### src/design/ffba_pkg.sv
`default_nettype none
package ffba_pkg;

	// Fixed field widths of the request and result
	localparam int SIZE_W = 21;
	localparam int ADDR_W = 32;
	localparam int STAT_W = 3;
	localparam int REQ_W  = 22;

	localparam int HDR_BYTES   = 12;
	localparam int SPLIT_SLACK = 16;
	localparam int ALIGN_MASK  = 15;

	// Result status codes
	localparam logic [STAT_W-1:0] ST_DONE    = 3'd0;
	localparam logic [STAT_W-1:0] ST_NO_FIT  = 3'd1;
	localparam logic [STAT_W-1:0] ST_ZERO    = 3'd2;
	localparam logic [STAT_W-1:0] ST_UNKNOWN = 3'd3;
	localparam logic [STAT_W-1:0] ST_NULL    = 3'd4;

	// Datapath operations
	localparam int OP_W = 5;
	localparam logic [OP_W-1:0] OP_NOP        = 5'd0;
	localparam logic [OP_W-1:0] OP_LOAD       = 5'd1;
	localparam logic [OP_W-1:0] OP_READ_IDX   = 5'd2;
	localparam logic [OP_W-1:0] OP_SCAN_NEXT  = 5'd3;
	localparam logic [OP_W-1:0] OP_TAKE       = 5'd4;
	localparam logic [OP_W-1:0] OP_FINISH     = 5'd5;
	localparam logic [OP_W-1:0] OP_UP_READ    = 5'd6;
	localparam logic [OP_W-1:0] OP_UP_WRITE   = 5'd7;
	localparam logic [OP_W-1:0] OP_TAIL_WRITE = 5'd8;
	localparam logic [OP_W-1:0] OP_HEAD_WRITE = 5'd9;
	localparam logic [OP_W-1:0] OP_MARK_WRITE = 5'd10;
	localparam logic [OP_W-1:0] OP_MRG_INIT   = 5'd11;
	localparam logic [OP_W-1:0] OP_MRG_LOAD   = 5'd12;
	localparam logic [OP_W-1:0] OP_MRG_READ   = 5'd13;
	localparam logic [OP_W-1:0] OP_MRG_JOIN   = 5'd14;
	localparam logic [OP_W-1:0] OP_MRG_STEP   = 5'd15;
	localparam logic [OP_W-1:0] OP_SH_READ    = 5'd16;
	localparam logic [OP_W-1:0] OP_SH_WRITE   = 5'd17;
	localparam logic [OP_W-1:0] OP_MRG_SHRINK = 5'd18;
	localparam logic [OP_W-1:0] OP_MRG_LAST   = 5'd19;

	typedef struct packed {
		logic              mode;
		logic [SIZE_W-1:0] request_size;
		logic [ADDR_W-1:0] payload_address;
	} alloc_req_t;

	typedef struct packed {
		logic [ADDR_W-1:0] result_address;
		logic [STAT_W-1:0] status;
		logic [ADDR_W-1:0] heap_top;
	} alloc_rsp_t;

	typedef struct packed {
		logic [OP_W-1:0]   op;
		logic [STAT_W-1:0] stat;
	} dp_cmd_t;

	typedef struct packed {
		logic is_alloc;
		logic req_zero;
		logic pa_null;
		logic scan_end;
		logic off_hit;
		logic fit;
		logic split;
		logic up_more;
		logic mrg_more;
		logic both_free;
		logic shift_more;
	} dp_status_t;

endpackage
`default_nettype wire

### src/design/first_fit_block_allocator.sv
`default_nettype none
// First-fit heap allocator over an address-ordered block table.
// Requests: drive request and pulse start while busy is low; the request is
// taken at that edge and busy rises. mode 0 allocates request_size bytes,
// mode 1 frees payload_address.
// Results: done is high for exactly one cycle with result valid; the
// receiver cannot stall it. busy is already low in that cycle, so the next
// request may be taken there.
// Flow: a zero-size allocate or null free finishes right after the check.
// Otherwise the first-fit scan visits the table entries in order, a split
// insert moves entries up one at a time, and a free runs a merge pass over
// the whole table, moving entries down after each merge, with up to two
// merges. The table sits in one RAM with a single read and write port pair.
// Configuration: cfg_we writes heap_base (rounded up to 16). The user must
// write it only while idle; the block does not enforce this.
// Reset: one free block spans the heap, heap_top equals the base, base is 0.
module first_fit_block_allocator import ffba_pkg::*; #(
	parameter int HEAP_BYTES = 1048576,
	parameter int MAX_BLOCKS = 64
) (
	input  wire logic              clk,
	input  wire logic              arst_n,
	input  wire logic              cfg_we,
	input  wire logic [ADDR_W-1:0] cfg_wdata,
	input  wire logic              start,
	output logic                   busy,
	input  wire alloc_req_t        request,
	output logic                   done,
	output alloc_rsp_t             result
);

	dp_cmd_t    cmd;
	dp_status_t st;

	ffba_ctrl u_ctrl (
		.clk    (clk),
		.arst_n (arst_n),
		.start  (start),
		.busy   (busy),
		.st     (st),
		.cmd    (cmd)
	);

	ffba_dp #(.HEAP_BYTES(HEAP_BYTES), .MAX_BLOCKS(MAX_BLOCKS)) u_dp (
		.clk       (clk),
		.arst_n    (arst_n),
		.cfg_we    (cfg_we),
		.cfg_wdata (cfg_wdata),
		.req_in    (request),
		.cmd       (cmd),
		.st        (st),
		.done      (done),
		.rsp       (result)
	);

endmodule
`default_nettype wire

### src/design/ffba_ram.sv
`default_nettype none
module ffba_ram #(
	parameter int WIDTH = 8,
	parameter int DEPTH = 64
) (
	input  wire logic                     clk,
	input  wire logic                     we,
	input  wire logic [$clog2(DEPTH)-1:0] waddr,
	input  wire logic [WIDTH-1:0]         wdata,
	input  wire logic                     re,
	input  wire logic [$clog2(DEPTH)-1:0] raddr,
	output logic      [WIDTH-1:0]         rdata
);

	logic [WIDTH-1:0] mem [DEPTH];

	// Write port, registered read port
	always_ff @(posedge clk) begin
		if (we) begin
			mem[waddr] <= wdata;
		end
		if (re) begin
			rdata <= mem[raddr];
		end
	end

endmodule
`default_nettype wire

### src/design/ffba_ctrl.sv
`default_nettype none
module ffba_ctrl import ffba_pkg::*; (
	input  wire logic       clk,
	input  wire logic       arst_n,
	input  wire logic       start,
	output logic            busy,
	input  wire dp_status_t st,
	output dp_cmd_t         cmd
);

	localparam logic [3:0] S_IDLE     = 4'd0;
	localparam logic [3:0] S_CHECK    = 4'd1;
	localparam logic [3:0] S_SCAN     = 4'd2;
	localparam logic [3:0] S_SCAN_CHK = 4'd3;
	localparam logic [3:0] S_SPLIT    = 4'd4;
	localparam logic [3:0] S_UP_WR    = 4'd5;
	localparam logic [3:0] S_HEAD     = 4'd6;
	localparam logic [3:0] S_FIN      = 4'd7;
	localparam logic [3:0] S_MARK_WR  = 4'd8;
	localparam logic [3:0] S_MRG_INIT = 4'd9;
	localparam logic [3:0] S_MRG_LOAD = 4'd10;
	localparam logic [3:0] S_MRG_RD   = 4'd11;
	localparam logic [3:0] S_MRG_CHK  = 4'd12;
	localparam logic [3:0] S_SH       = 4'd13;
	localparam logic [3:0] S_SH_WR    = 4'd14;

	logic [3:0] state_q, state_d;

	assign busy = (state_q != S_IDLE);

	// Sequence the datapath through scan, split and merge
	always_comb begin
		state_d  = state_q;
		cmd.op   = OP_NOP;
		cmd.stat = ST_DONE;
		unique case (state_q)
			S_IDLE: begin
				if (start) begin
					cmd.op  = OP_LOAD;
					state_d = S_CHECK;
				end
			end
			S_CHECK: begin
				if (st.is_alloc && st.req_zero) begin
					cmd.op   = OP_FINISH;
					cmd.stat = ST_ZERO;
					state_d  = S_IDLE;
				end else if (!st.is_alloc && st.pa_null) begin
					cmd.op   = OP_FINISH;
					cmd.stat = ST_NULL;
					state_d  = S_IDLE;
				end else begin
					state_d = S_SCAN;
				end
			end
			S_SCAN: begin
				if (st.scan_end) begin
					cmd.op   = OP_FINISH;
					cmd.stat = st.is_alloc ? ST_NO_FIT : ST_UNKNOWN;
					state_d  = S_IDLE;
				end else if (!st.is_alloc && st.off_hit) begin
					cmd.op  = OP_READ_IDX;
					state_d = S_MARK_WR;
				end else begin
					cmd.op  = OP_READ_IDX;
					state_d = S_SCAN_CHK;
				end
			end
			S_SCAN_CHK: begin
				if (st.is_alloc && st.fit) begin
					cmd.op  = OP_TAKE;
					state_d = S_SPLIT;
				end else begin
					cmd.op  = OP_SCAN_NEXT;
					state_d = S_SCAN;
				end
			end
			S_SPLIT: begin
				if (!st.split) begin
					cmd.op  = OP_HEAD_WRITE;
					state_d = S_FIN;
				end else if (st.up_more) begin
					cmd.op  = OP_UP_READ;
					state_d = S_UP_WR;
				end else begin
					cmd.op  = OP_TAIL_WRITE;
					state_d = S_HEAD;
				end
			end
			S_UP_WR: begin
				cmd.op  = OP_UP_WRITE;
				state_d = S_SPLIT;
			end
			S_HEAD: begin
				cmd.op  = OP_HEAD_WRITE;
				state_d = S_FIN;
			end
			S_FIN: begin
				cmd.op   = OP_FINISH;
				cmd.stat = ST_DONE;
				state_d  = S_IDLE;
			end
			S_MARK_WR: begin
				cmd.op  = OP_MARK_WRITE;
				state_d = S_MRG_INIT;
			end
			S_MRG_INIT: begin
				cmd.op  = OP_MRG_INIT;
				state_d = S_MRG_LOAD;
			end
			S_MRG_LOAD: begin
				cmd.op  = OP_MRG_LOAD;
				state_d = S_MRG_RD;
			end
			S_MRG_RD: begin
				if (st.mrg_more) begin
					cmd.op  = OP_MRG_READ;
					state_d = S_MRG_CHK;
				end else begin
					cmd.op  = OP_MRG_LAST;
					state_d = S_FIN;
				end
			end
			S_MRG_CHK: begin
				if (st.both_free) begin
					cmd.op  = OP_MRG_JOIN;
					state_d = S_SH;
				end else begin
					cmd.op  = OP_MRG_STEP;
					state_d = S_MRG_RD;
				end
			end
			S_SH: begin
				if (st.shift_more) begin
					cmd.op  = OP_SH_READ;
					state_d = S_SH_WR;
				end else begin
					cmd.op  = OP_MRG_SHRINK;
					state_d = S_MRG_RD;
				end
			end
			S_SH_WR: begin
				cmd.op  = OP_SH_WRITE;
				state_d = S_SH;
			end
			default: begin
				state_d = S_IDLE;
			end
		endcase
	end

	always_ff @(posedge clk or negedge arst_n) begin
		if (!arst_n) begin
			state_q <= S_IDLE;
		end else begin
			state_q <= state_d;
		end
	end

endmodule
`default_nettype wire

### src/design/ffba_dp.sv
`default_nettype none
module ffba_dp import ffba_pkg::*; #(
	parameter int HEAP_BYTES = 1048576,
	parameter int MAX_BLOCKS = 64
) (
	input  wire logic              clk,
	input  wire logic              arst_n,
	input  wire logic              cfg_we,
	input  wire logic [ADDR_W-1:0] cfg_wdata,
	input  wire alloc_req_t        req_in,
	input  wire dp_cmd_t           cmd,
	output dp_status_t             st,
	output logic                   done,
	output alloc_rsp_t             rsp
);

	localparam int SW   = $clog2(HEAP_BYTES);
	localparam int OW   = $clog2(HEAP_BYTES + 1);
	localparam int IW   = $clog2(MAX_BLOCKS);
	localparam int CW   = $clog2(MAX_BLOCKS + 1);
	localparam int DW   = SW + 1;
	localparam int CMPW = ((SW > REQ_W) ? SW : REQ_W) + 1;
	localparam logic [SW-1:0] INIT_SIZE = SW'(HEAP_BYTES - HDR_BYTES);

	logic [ADDR_W-1:0] base_q, target_q, addr_q;
	logic              mode_q, zero_q, null_q;
	logic [REQ_W-1:0]  req_q;
	logic [CW-1:0]     idx_q, j_q, cnt_q;
	logic [CW-1:0]     idx_p1, j_p1, j_m1;
	logic [OW-1:0]     off_q, top_q;
	logic [SW-1:0]     cur_size_q, head_size;
	logic              cur_free_q, split_q, init_q, rd0_q;
	logic              done_q;
	alloc_rsp_t        rsp_q;

	logic              ram_we, ram_re;
	logic [IW-1:0]     ram_waddr, ram_raddr;
	logic [DW-1:0]     ram_wdata, ram_rdata, rd_word;
	logic [SW-1:0]     rd_size;
	logic              rd_free;

	ffba_ram #(.WIDTH(DW), .DEPTH(MAX_BLOCKS)) u_ram (
		.clk   (clk),
		.we    (ram_we),
		.waddr (ram_waddr),
		.wdata (ram_wdata),
		.re    (ram_re),
		.raddr (ram_raddr),
		.rdata (ram_rdata)
	);

	// Entry zero reads as the whole free heap until first written
	assign rd_word = rd0_q ? {1'b1, INIT_SIZE} : ram_rdata;
	assign rd_free = rd_word[SW];
	assign rd_size = rd_word[SW-1:0];

	assign idx_p1    = idx_q + 1'b1;
	assign j_p1      = j_q + 1'b1;
	assign j_m1      = j_q - 1'b1;
	assign head_size = split_q ? SW'(req_q) : cur_size_q;

	// Status for the controller
	always_comb begin
		st.is_alloc   = !mode_q;
		st.req_zero   = zero_q;
		st.pa_null    = null_q;
		st.scan_end   = (idx_q >= cnt_q);
		st.off_hit    = (ADDR_W'(off_q) == target_q);
		st.fit        = rd_free && (CMPW'(rd_size) >= CMPW'(req_q));
		st.split      = split_q;
		st.up_more    = (j_q > idx_p1);
		st.mrg_more   = (idx_p1 < cnt_q);
		st.both_free  = cur_free_q && rd_free;
		st.shift_more = (j_p1 < cnt_q);
	end

	// Drive the table ports
	always_comb begin
		ram_we    = 1'b0;
		ram_re    = 1'b0;
		ram_waddr = idx_q[IW-1:0];
		ram_raddr = idx_q[IW-1:0];
		ram_wdata = {cur_free_q, cur_size_q};
		case (cmd.op)
			OP_READ_IDX: begin
				ram_re = 1'b1;
			end
			OP_UP_READ: begin
				ram_re    = 1'b1;
				ram_raddr = j_m1[IW-1:0];
			end
			OP_MRG_INIT: begin
				ram_re    = 1'b1;
				ram_raddr = '0;
			end
			OP_MRG_READ: begin
				ram_re    = 1'b1;
				ram_raddr = idx_p1[IW-1:0];
			end
			OP_SH_READ: begin
				ram_re    = 1'b1;
				ram_raddr = j_p1[IW-1:0];
			end
			OP_UP_WRITE, OP_SH_WRITE: begin
				ram_we    = 1'b1;
				ram_waddr = j_q[IW-1:0];
				ram_wdata = rd_word;
			end
			OP_TAIL_WRITE: begin
				ram_we    = 1'b1;
				ram_waddr = idx_p1[IW-1:0];
				ram_wdata = {1'b1, cur_size_q - SW'(req_q) - SW'(HDR_BYTES)};
			end
			OP_HEAD_WRITE: begin
				ram_we    = 1'b1;
				ram_wdata = {1'b0, head_size};
			end
			OP_MARK_WRITE: begin
				ram_we    = 1'b1;
				ram_wdata = {1'b1, rd_size};
			end
			OP_MRG_STEP, OP_MRG_LAST: begin
				ram_we = 1'b1;
			end
			default: begin
			end
		endcase
	end

	// Hold table bookkeeping, base and the result strobe
	always_ff @(posedge clk or negedge arst_n) begin
		if (!arst_n) begin
			base_q <= '0;
			cnt_q  <= CW'(1);
			top_q  <= '0;
			init_q <= 1'b1;
			done_q <= 1'b0;
		end else begin
			if (cfg_we) begin
				base_q <= (cfg_wdata + ADDR_W'(ALIGN_MASK)) & ~ADDR_W'(ALIGN_MASK);
			end
			if (ram_we && (ram_waddr == '0)) begin
				init_q <= 1'b0;
			end
			if (cmd.op == OP_HEAD_WRITE) begin
				cnt_q <= cnt_q + CW'(split_q);
				top_q <= off_q + OW'(HDR_BYTES) + OW'(head_size);
			end
			if (cmd.op == OP_MRG_SHRINK) begin
				cnt_q <= cnt_q - 1'b1;
			end
			done_q <= (cmd.op == OP_FINISH);
		end
	end

	// Advance the working registers
	always_ff @(posedge clk) begin
		if (ram_re) begin
			rd0_q <= init_q && (ram_raddr == '0);
		end
		case (cmd.op)
			OP_LOAD: begin
				mode_q   <= req_in.mode;
				zero_q   <= (req_in.request_size == '0);
				null_q   <= (req_in.payload_address == '0);
				req_q    <= (REQ_W'(req_in.request_size) + REQ_W'(ALIGN_MASK))
					& ~REQ_W'(ALIGN_MASK);
				target_q <= req_in.payload_address - base_q - ADDR_W'(HDR_BYTES);
				idx_q    <= '0;
				off_q    <= '0;
				addr_q   <= '0;
			end
			OP_SCAN_NEXT: begin
				off_q <= off_q + OW'(HDR_BYTES) + OW'(rd_size);
				idx_q <= idx_p1;
			end
			OP_TAKE: begin
				cur_size_q <= rd_size;
				split_q    <= (CMPW'(rd_size) > (CMPW'(req_q)
					+ CMPW'(HDR_BYTES + SPLIT_SLACK))) && (cnt_q < CW'(MAX_BLOCKS));
				j_q        <= cnt_q;
			end
			OP_UP_WRITE: begin
				j_q <= j_m1;
			end
			OP_HEAD_WRITE: begin
				addr_q <= base_q + ADDR_W'(off_q) + ADDR_W'(HDR_BYTES);
			end
			OP_MRG_INIT: begin
				idx_q <= '0;
			end
			OP_MRG_LOAD: begin
				cur_size_q <= rd_size;
				cur_free_q <= rd_free;
			end
			OP_MRG_JOIN: begin
				cur_size_q <= cur_size_q + SW'(HDR_BYTES) + rd_size;
				j_q        <= idx_p1;
			end
			OP_MRG_STEP: begin
				cur_size_q <= rd_size;
				cur_free_q <= rd_free;
				idx_q      <= idx_p1;
			end
			OP_SH_WRITE: begin
				j_q <= j_p1;
			end
			OP_FINISH: begin
				rsp_q.result_address <= addr_q;
				rsp_q.status         <= cmd.stat;
				rsp_q.heap_top       <= base_q + ADDR_W'(top_q);
			end
			default: begin
			end
		endcase
	end

	assign done = done_q;
	assign rsp  = rsp_q;

endmodule
`default_nettype wire

### config.mk
export PLATFORM = sky130hd
export DESIGN_NAME = first_fit_block_allocator
export DESIGN_NICKNAME = d
export VERILOG_FILES = /design/src/design/ffba_pkg.sv /design/src/design/first_fit_block_allocator.sv /design/src/design/ffba_ram.sv /design/src/design/ffba_ctrl.sv /design/src/design/ffba_dp.sv
export SDC_FILE = /design/constraint.sdc
export NUM_CORES = 2
export LEC_CHECK = 0
export ABC_AREA = 0
export BUFFER_PORTS_ARGS = -buffer_cell sky130_fd_sc_hd__buf_2
export CORE_MARGIN = 2
export CORE_UTILIZATION = 50
export DETAILED_ROUTE_END_ITERATION = 6
export MAX_ROUTING_LAYER = met4
export PLACE_DENSITY = 0.75
export SYNTH_ARGS = -nofsm -noshare
export SYNTH_HDL_FRONTEND = slang
export SYNTH_SLANG_ARGS = --single-unit
### constraint.sdc
create_clock -name clk -period 11.1 [get_ports clk]
set_input_delay 1.665 -clock clk [delete_from_list [all_inputs] [get_ports clk]]
set_output_delay 1.665 -clock clk [all_outputs]
set_load 0.005 [all_outputs]
[Yosys cells after proc, flatten, opt, wreduce, memory -nomap -nowiden]
Memories as Yosys holds them, arrays and structs flattened. A register that Yosys moved wholly into a read port is not among the register bits.
Cells that the tools add are included.
Word-level totals
  register bits after elaboration: 272
  memory bits (writable): 1344
  input port bits: 90
  output and inout port bits: 69
  word-level logic and storage cells: 156
  memories: 1
Memories
  u_dp.u_ram.mem: words 64, bits a word 21, rd ports 1, clocked after memory_dff 1, wr ports 1, RTL line ffba_ram.sv:15  | logic [WIDTH-1:0] mem [DEPTH];
Operators by class
  $add $sub $neg: 20
  magnitude comparators: 7
  equal/unequal tests: 35
  mux-type cells: 42
  reductions and logical operators: 29
Operators with widths (number)
  $pmux 21 s4: 1
  $pmux 5 s15: 1
  $add 32x21->32: 2
  $add 32x4->32 const B: 2
  $pmux 32 s2: 1
  $pmux 4 s14: 1
  $add 21x20->21: 2
  $pmux 21 s2: 1
  $eq 5x4->1 const B: 8
  $pmux 20 s2: 1
  $eq 21x32->1: 1
  $logic_not 32->1: 1
  $sub 32x32->32: 1
  $sub 32x4->32 const B: 1
  $eq 4x4->1 const B: 7
  $pmux 7 s4: 1
  $pmux 6 s4: 1
  $add 22x5->23 const B: 1
  $gt 20x23->1: 1
  $add 21x4->22 const B: 1
  $ge 20x22->1: 1
  $add 21x4->21 const B: 1
  $logic_not 21->1: 1
  $mux 21: 1
  41 further kinds: 93

[Depth between registers and ports, before layout]
  word-level depth: 11
  depth in mapped cells: 22
  gate-level depth less buffers: 20

[By module]
From an unflattened synthesis, not the netlist that was laid out.
Unflattened totals
  cell total of the unflattened synthesis: 4686
  area, all modules: 74412.6 µm²
By module, submodules not included
  ffba_ram: times used 1, cells each 2190, area an instance 51927.3 µm², seq. area each 40989.3 µm²
  ffba_dp: times used 1, cells each 2404, area an instance 21871.0 µm², seq. area each 7759.9 µm²
  ffba_ctrl: times used 1, cells each 92, area an instance 614.3 µm², seq. area each 100.1 µm²

[Worst setup path after synthesis]
No wires, ideal clock.
  kind: flip-flop to flip-flop
  start point: register u_dp.idx_q[0]
  end point: memory u_dp.u_ram.mem[0][13] in the netlist's numbering, data pin
  library setup time: 1.008 ns
  arrival: 7.327 ns
  required time: 10.092 ns
  path slack: 2.764 ns
  cell stages (with the launch flop): 15
  path buffers: 2
  period minus slack after synthesis: 8.336 ns
  cells stage by stage: edfxtp_1 > clkbuf_1 > nand3_1 > nor2_1 > xor2_1 > inv_1 > ha_1 > and4_1 > a21boi_1 > o211ai_2 > a211oi_1 > nor4_2 > nand4_1 > clkbuf_1 > o311ai_0
On the way
  word-level cells in the longest chain between the ends: 8
  elaborated cells between the ends (all ways): 16
  those cells by class: 1 x add/sub; 3 x order compare; 5 x eq/ne; 6 x mux; 1 x reduce/logical
Ends and longest elaborated chain
  start, declared: RTL line ffba_dp.sv:28  | logic [CW-1:0] idx_q, j_q, cnt_q;
  start signal, assigned: RTL line ffba_dp.sv:175  | idx_q <= idx_p1;
  start signal, assigned: RTL line ffba_dp.sv:203  | idx_q <= idx_p1;
  $add 7x1->7 (*): RTL line ffba_dp.sv:57  | assign idx_p1 = idx_q + 1'b1;
  named net u_dp.idx_p1[5]: RTL line ffba_dp.sv:29  | logic [CW-1:0] idx_p1, j_p1, j_m1;
  $gt 7x7->1: RTL line ffba_dp.sv:71  | st.up_more = (j_q > idx_p1);
  $mux 4: RTL line ffba_ctrl.sv:82  | end else if (st.up_more) begin
  $mux 5: RTL line ffba_ctrl.sv:79  | if (!st.split) begin
  $pmux 5 s15 (*): RTL line ffba_ctrl.sv:36  | unique case (state_q)
  $eq 5x3->1 or $eq 5x5->1 (tied branches): RTL line ffba_dp.sv:84  | case (cmd.op)
  $reduce_or 2->1: RTL line ffba_dp.sv:84
  $pmux 21 s4 (*): RTL line ffba_dp.sv:84
  named net u_dp.ram_wdata[13]: RTL line ffba_dp.sv:38  | logic [DW-1:0] ram_wdata, ram_rdata, rd_word;
  end, declared: RTL line ffba_ram.sv:15
Mark *: on every way through the listed nets, which the timed path passes. The rest lies on a longest branch.

[Worst setup path in the final report]
  start point: register u_dp.j_q[0]
  end point: memory u_dp.u_ram.mem[61][10] in the netlist's numbering (enable)
On the way
  word-level cells in the longest chain between the ends: 9
  elaborated cells between the ends (all ways): 20
  those cells by class: 1 x add/sub; 2 x order compare; 7 x eq/ne; 8 x mux; 2 x reduce/logical
Ends and longest elaborated chain
  start, declared: RTL line ffba_dp.sv:28
  start signal, assigned: RTL line ffba_dp.sv:181  | j_q <= cnt_q;
  start signal, assigned: RTL line ffba_dp.sv:184  | j_q <= j_m1;
  start signal, assigned: RTL line ffba_dp.sv:198  | j_q <= idx_p1;
  $add 7x1->7 or $gt 7x7->1 (tied branches): RTL line ffba_dp.sv:58, ffba_dp.sv:71
  $lt 7x7->1 or $mux 4 (tied branches): RTL line ffba_dp.sv:74, ffba_ctrl.sv:82
  $mux 2 or $mux 5 (tied branches): RTL line ffba_ctrl.sv:134, ffba_ctrl.sv:79
  $pmux 5 s15: RTL line ffba_ctrl.sv:36
  $eq 5x4->1 (tied with other cells): RTL line ffba_dp.sv:84
  $reduce_or 7->1 (no line)
  $mux 1: RTL line ffba_dp.sv:84
  $mux 1: RTL line ffba_ram.sv:19  | if (we) begin
  $mux 1 (not written as such): RTL line ffba_ram.sv:20  | mem[waddr] <= wdata;
Parallel ways exist; a longest one is shown, timed or not.

==> key figures <==
Run status
  • Status: complete, but fails checks
  • Failing checks: design-rule violations

Critical path
  • CP startpoint: u_dp.j_q[0]
  • Arr. time, crit path: 8.24 ns
  • CP Launch Type: flop
  • Endpoint class of the critical path: flop
  • Required time of the critical path: 11.52 ns
  • Critical path peak fanout: 21
  • Worst Path Class, Setup: reg -> reg
  • Reg2reg start: u_dp.j_q[0]

Floorplanning
  • Die footprint: 0.156 mm2
  • I/O pin total: 159
  • Die W: slightly below 400 um
  • Num rows: 143
  • Initial Util: 50.3%
  • Die Height: between 300 and 400 um
  • Core Region: 0.152 mm2

CTS
  • Clock transition at path regs: 0.07 ns
  • Clock latency at the later pin of the worst-skew pair: roughly 0.83 ns
  • Clk buf depth: 3
  • Root Buffer: clkbuf_16
  • # clock sinks: 1637
  • CTS Buf Count: 162
  • CTS tree: built
  • Post-CTS Hold Buffers: 0
  • Post-CTS Resized: 0
  • Number of H-tree levels: 4
  • Post-CTS setup buffer count: 0

Layout
  • Commonest non-fill, non-tap cell in the layout: edfxtp_1
  • Non-Filler Instances: roughly 8600
  • FF+latch area: just under 0.05 mm2
  • Most frequent cells in the layout: edfxtp_1, nand2_1, nand3_1
  • Footprint of the multi-input gates: approximately 0.026 mm2
  • Filler cell count: 12000
  • P&R area growth vs syn: 11.3%
  • # nets final: 6752
  • Share of layout cells above drive strength 1: about a tenth

Route
  • DR vias: 53400
  • Remaining DRCs: 1
  • Pre-antenna DRT Iters: 7
  • Wirelength per Cell: 26.0 um
  • Met1 wire length: roughly 83000 um
  • Met2 Routed Length: 103000 um
  • First-iteration detailed-routing DRC count: 7361
  • DR WL met3: 25000 um
  • ANT nets after route: 0
  • Routed vias/inst: ~6.2
  • Routed wire length: 222000 um
  • Top Metal Used: met4

Pwr
  • Leakage power: 30.6 nW
  • Cell Pwr Density: 279 mW/mm2
  • Combinational power share: 41.6%
  • Internal Power: 13.9 mW
  • Clock share of power: 22.6%
  • Total power: 23.7 mW
  • Net Sw Frac: 41.2%
  • Sequential group share of total power: between 30 and 40%
  • Switching power: 9.76 mW
  • Peak supply drop: 284 uV

STA
  • Slew Limit Fails: 0
  • Period utilization: 70.5%
  • Min Tclk post-route: 7.83 ns
  • RSZ-0062 raised after global routing: false
  • Clock Skews: ~0.061 ns
  • Final Hold Viols: 0
  • Rel. slew slack: 7.13%
  • Final setup TNS: 0 ns
  • Max Freq: 128 MHz
  • Final setup fails: 0
  • Worst Max-Slew Pin Slew: ~1.4 ns

Placed design
  • Buffers added on ports: 158
  • # placed instances: just over 8000
  • Routability congestion estimate: 0.980
  • Detail Placement HPWL: approximately 140000 um

Synthesis
  • Synth Flop Type: edfxtp_1
  • Simple-Gate Fraction of Synth Area: approximately 15%
  • Syn Nets: 6621
  • Largest family of logic cells by synthesized area: simple AND/OR/NAND/NOR gates
  • Post-synthesis xor/xnor area fraction: about 2.9%
  • Synth unique cells: 88
  • Mux share of post-synthesis cell area: 2.70%
  • Post-synth EDFFs: 1575
  • Synth async-reset ratio: 3.79%
  • Cells after synthesis: 6250
  • Compound-Gate Fraction of Synth Area: 8.08%
  • Syn. warnings: 0
  • #FFs+latches synth: 1637
  • Register area share after synthesis: 64.1%
  • Average size of a mapped cell: 12.2 um2
  • Post-synthesis adder-cell area fraction: 4.66%
  • Synthesized area: 0.0762 mm2

GRT
  • Initial antenna violation count: 10
  • GR Util All Layers: 28.8%
  • Vias in the first global route: 50700
  • Global-route wire length before repair: 327000 um
  • Pin count of the biggest net entering global routing: 178
  • Gr ovfl total: 0

Worst hold path
  • Hold_sp: u_dp.addr_q[25]
  • Hold Crit Class: reg -> reg

Job
  • Max-Cap Viols: 0
-- worst max-delay path: stages (launching register included) --
cell,delay [ns]
edfxtp_1,0.74
ha_1,0.39
nand3_1,0.12
xor2_1,0.28
inv_1,0.08
ha_1,0.30
and4_1,0.21
a221oi_1,0.69
a211oi_1,0.25
nor4_2,0.45
and4_1,0.44
nand2_1,0.55
nor3b_1,0.60
a221o_1,0.38
nand3_2,0.64
nor2_2,1.27
-- kinds of logic (layout without fill, tap and decap cells) --
family          Yosys count  after routing
buf+inv                 522            785
compound gates          878            878
other cells               0              9
mux                     168            168
xor+xnor                249            249
flops                  1637           1637
simple gates           2515           2515
fa+ha+maj               281            281
-- power groups by stage --
stage               combinational, mW  clock, mW  sequential, mW
global placement                 9.38          0            8.60
finish                           9.86       5.35            8.49
detailed placement               9.54          0            8.60
floorplan                        6.13          0            8.44
global route                     10.4       5.63            8.51
CTS                              9.60       5.38            8.48
-- cell usage after synthesis (107+ instances only) --
cell type	instances	share of area (%)
a21oi_1	163	1.1
and3_1	127	1.0
buf_2	110	0.72
clkbuf_1	132	0.65
edfxtp_1	1575	62
ha_1	276	4.5
inv_1	227	1.1
mux2i_1	132	1.7
nand2_1	1169	5.8
nand3_1	469	3.1
nor2_1	380	1.9
o21ai_0	155	1.0
xnor2_1	142	1.6
xor2_1	107	1.2
-- final cells by class --
cell class,instances,area share (%)
Sequential cell,1637,57.6
Clock buffer,207,5.10
Antenna cell,9,0.0266
Timing Repair Buffer,262,1.99
Tap cell,2030,2.99
Inverter,227,1.00
Clock inverter,89,1.01
Multi-Input combinational cell,4091,30.3
-- sequential cells by signal, summed over array words and instances (netlist names), 4 cells and up --
register,cells
u_ctrl.state_q,4
u_dp.addr_q,32
u_dp.base_q,28
u_dp.cnt_q,7
u_dp.cur_size_q,20
u_dp.idx_q,7
u_dp.j_q,7
u_dp.off_q,21
u_dp.req_q,18
u_dp.rsp,67
u_dp.target_q,32
u_dp.top_q,21
u_dp.u_ram.mem,1344
u_dp.u_ram.rdata,21
-- path summary, 6_finish.rpt --
check	endpoint	slack [ns]	depth (start not counted)
worst max-delay path	u_dp.u_ram.mem[61][10]	3.27	15
worst max register to register	u_dp.u_ram.mem[61][10]	3.27	15
min in group asynchronous	u_ctrl.state_q[3]	1.11	2
worst min register to register	u_dp.rsp[60]	0.42	0
max in group asynchronous	u_dp.cnt_q[4]	9.35	2
worst min-delay path	u_dp.rsp[60]	0.42	0
-- stage by stage --
step           utilization, %  cell area (um2)  hold slack [ns]  setup slack, ns
3_3_place_gp             52.5            79600            0.404             3.78
2_1_floorplan               -            76200            0.400             2.76
3_5_place_dp             52.5            79600            0.405             3.60
6_report                 56.0            84800            0.417             3.27
5_1_grt                  56.0            84800            0.424             2.99
4_1_cts                  56.0            84800            0.418             3.54
-- routing by layer --
layer	vias to the layer above	track usage, %
met5	-	-
met4	0	13.8
met3	621	6.09
met2	3480	44.1
met1	25900	36.8
li1	23400	-
Note: power is estimated with default switching activity, not from simulation.
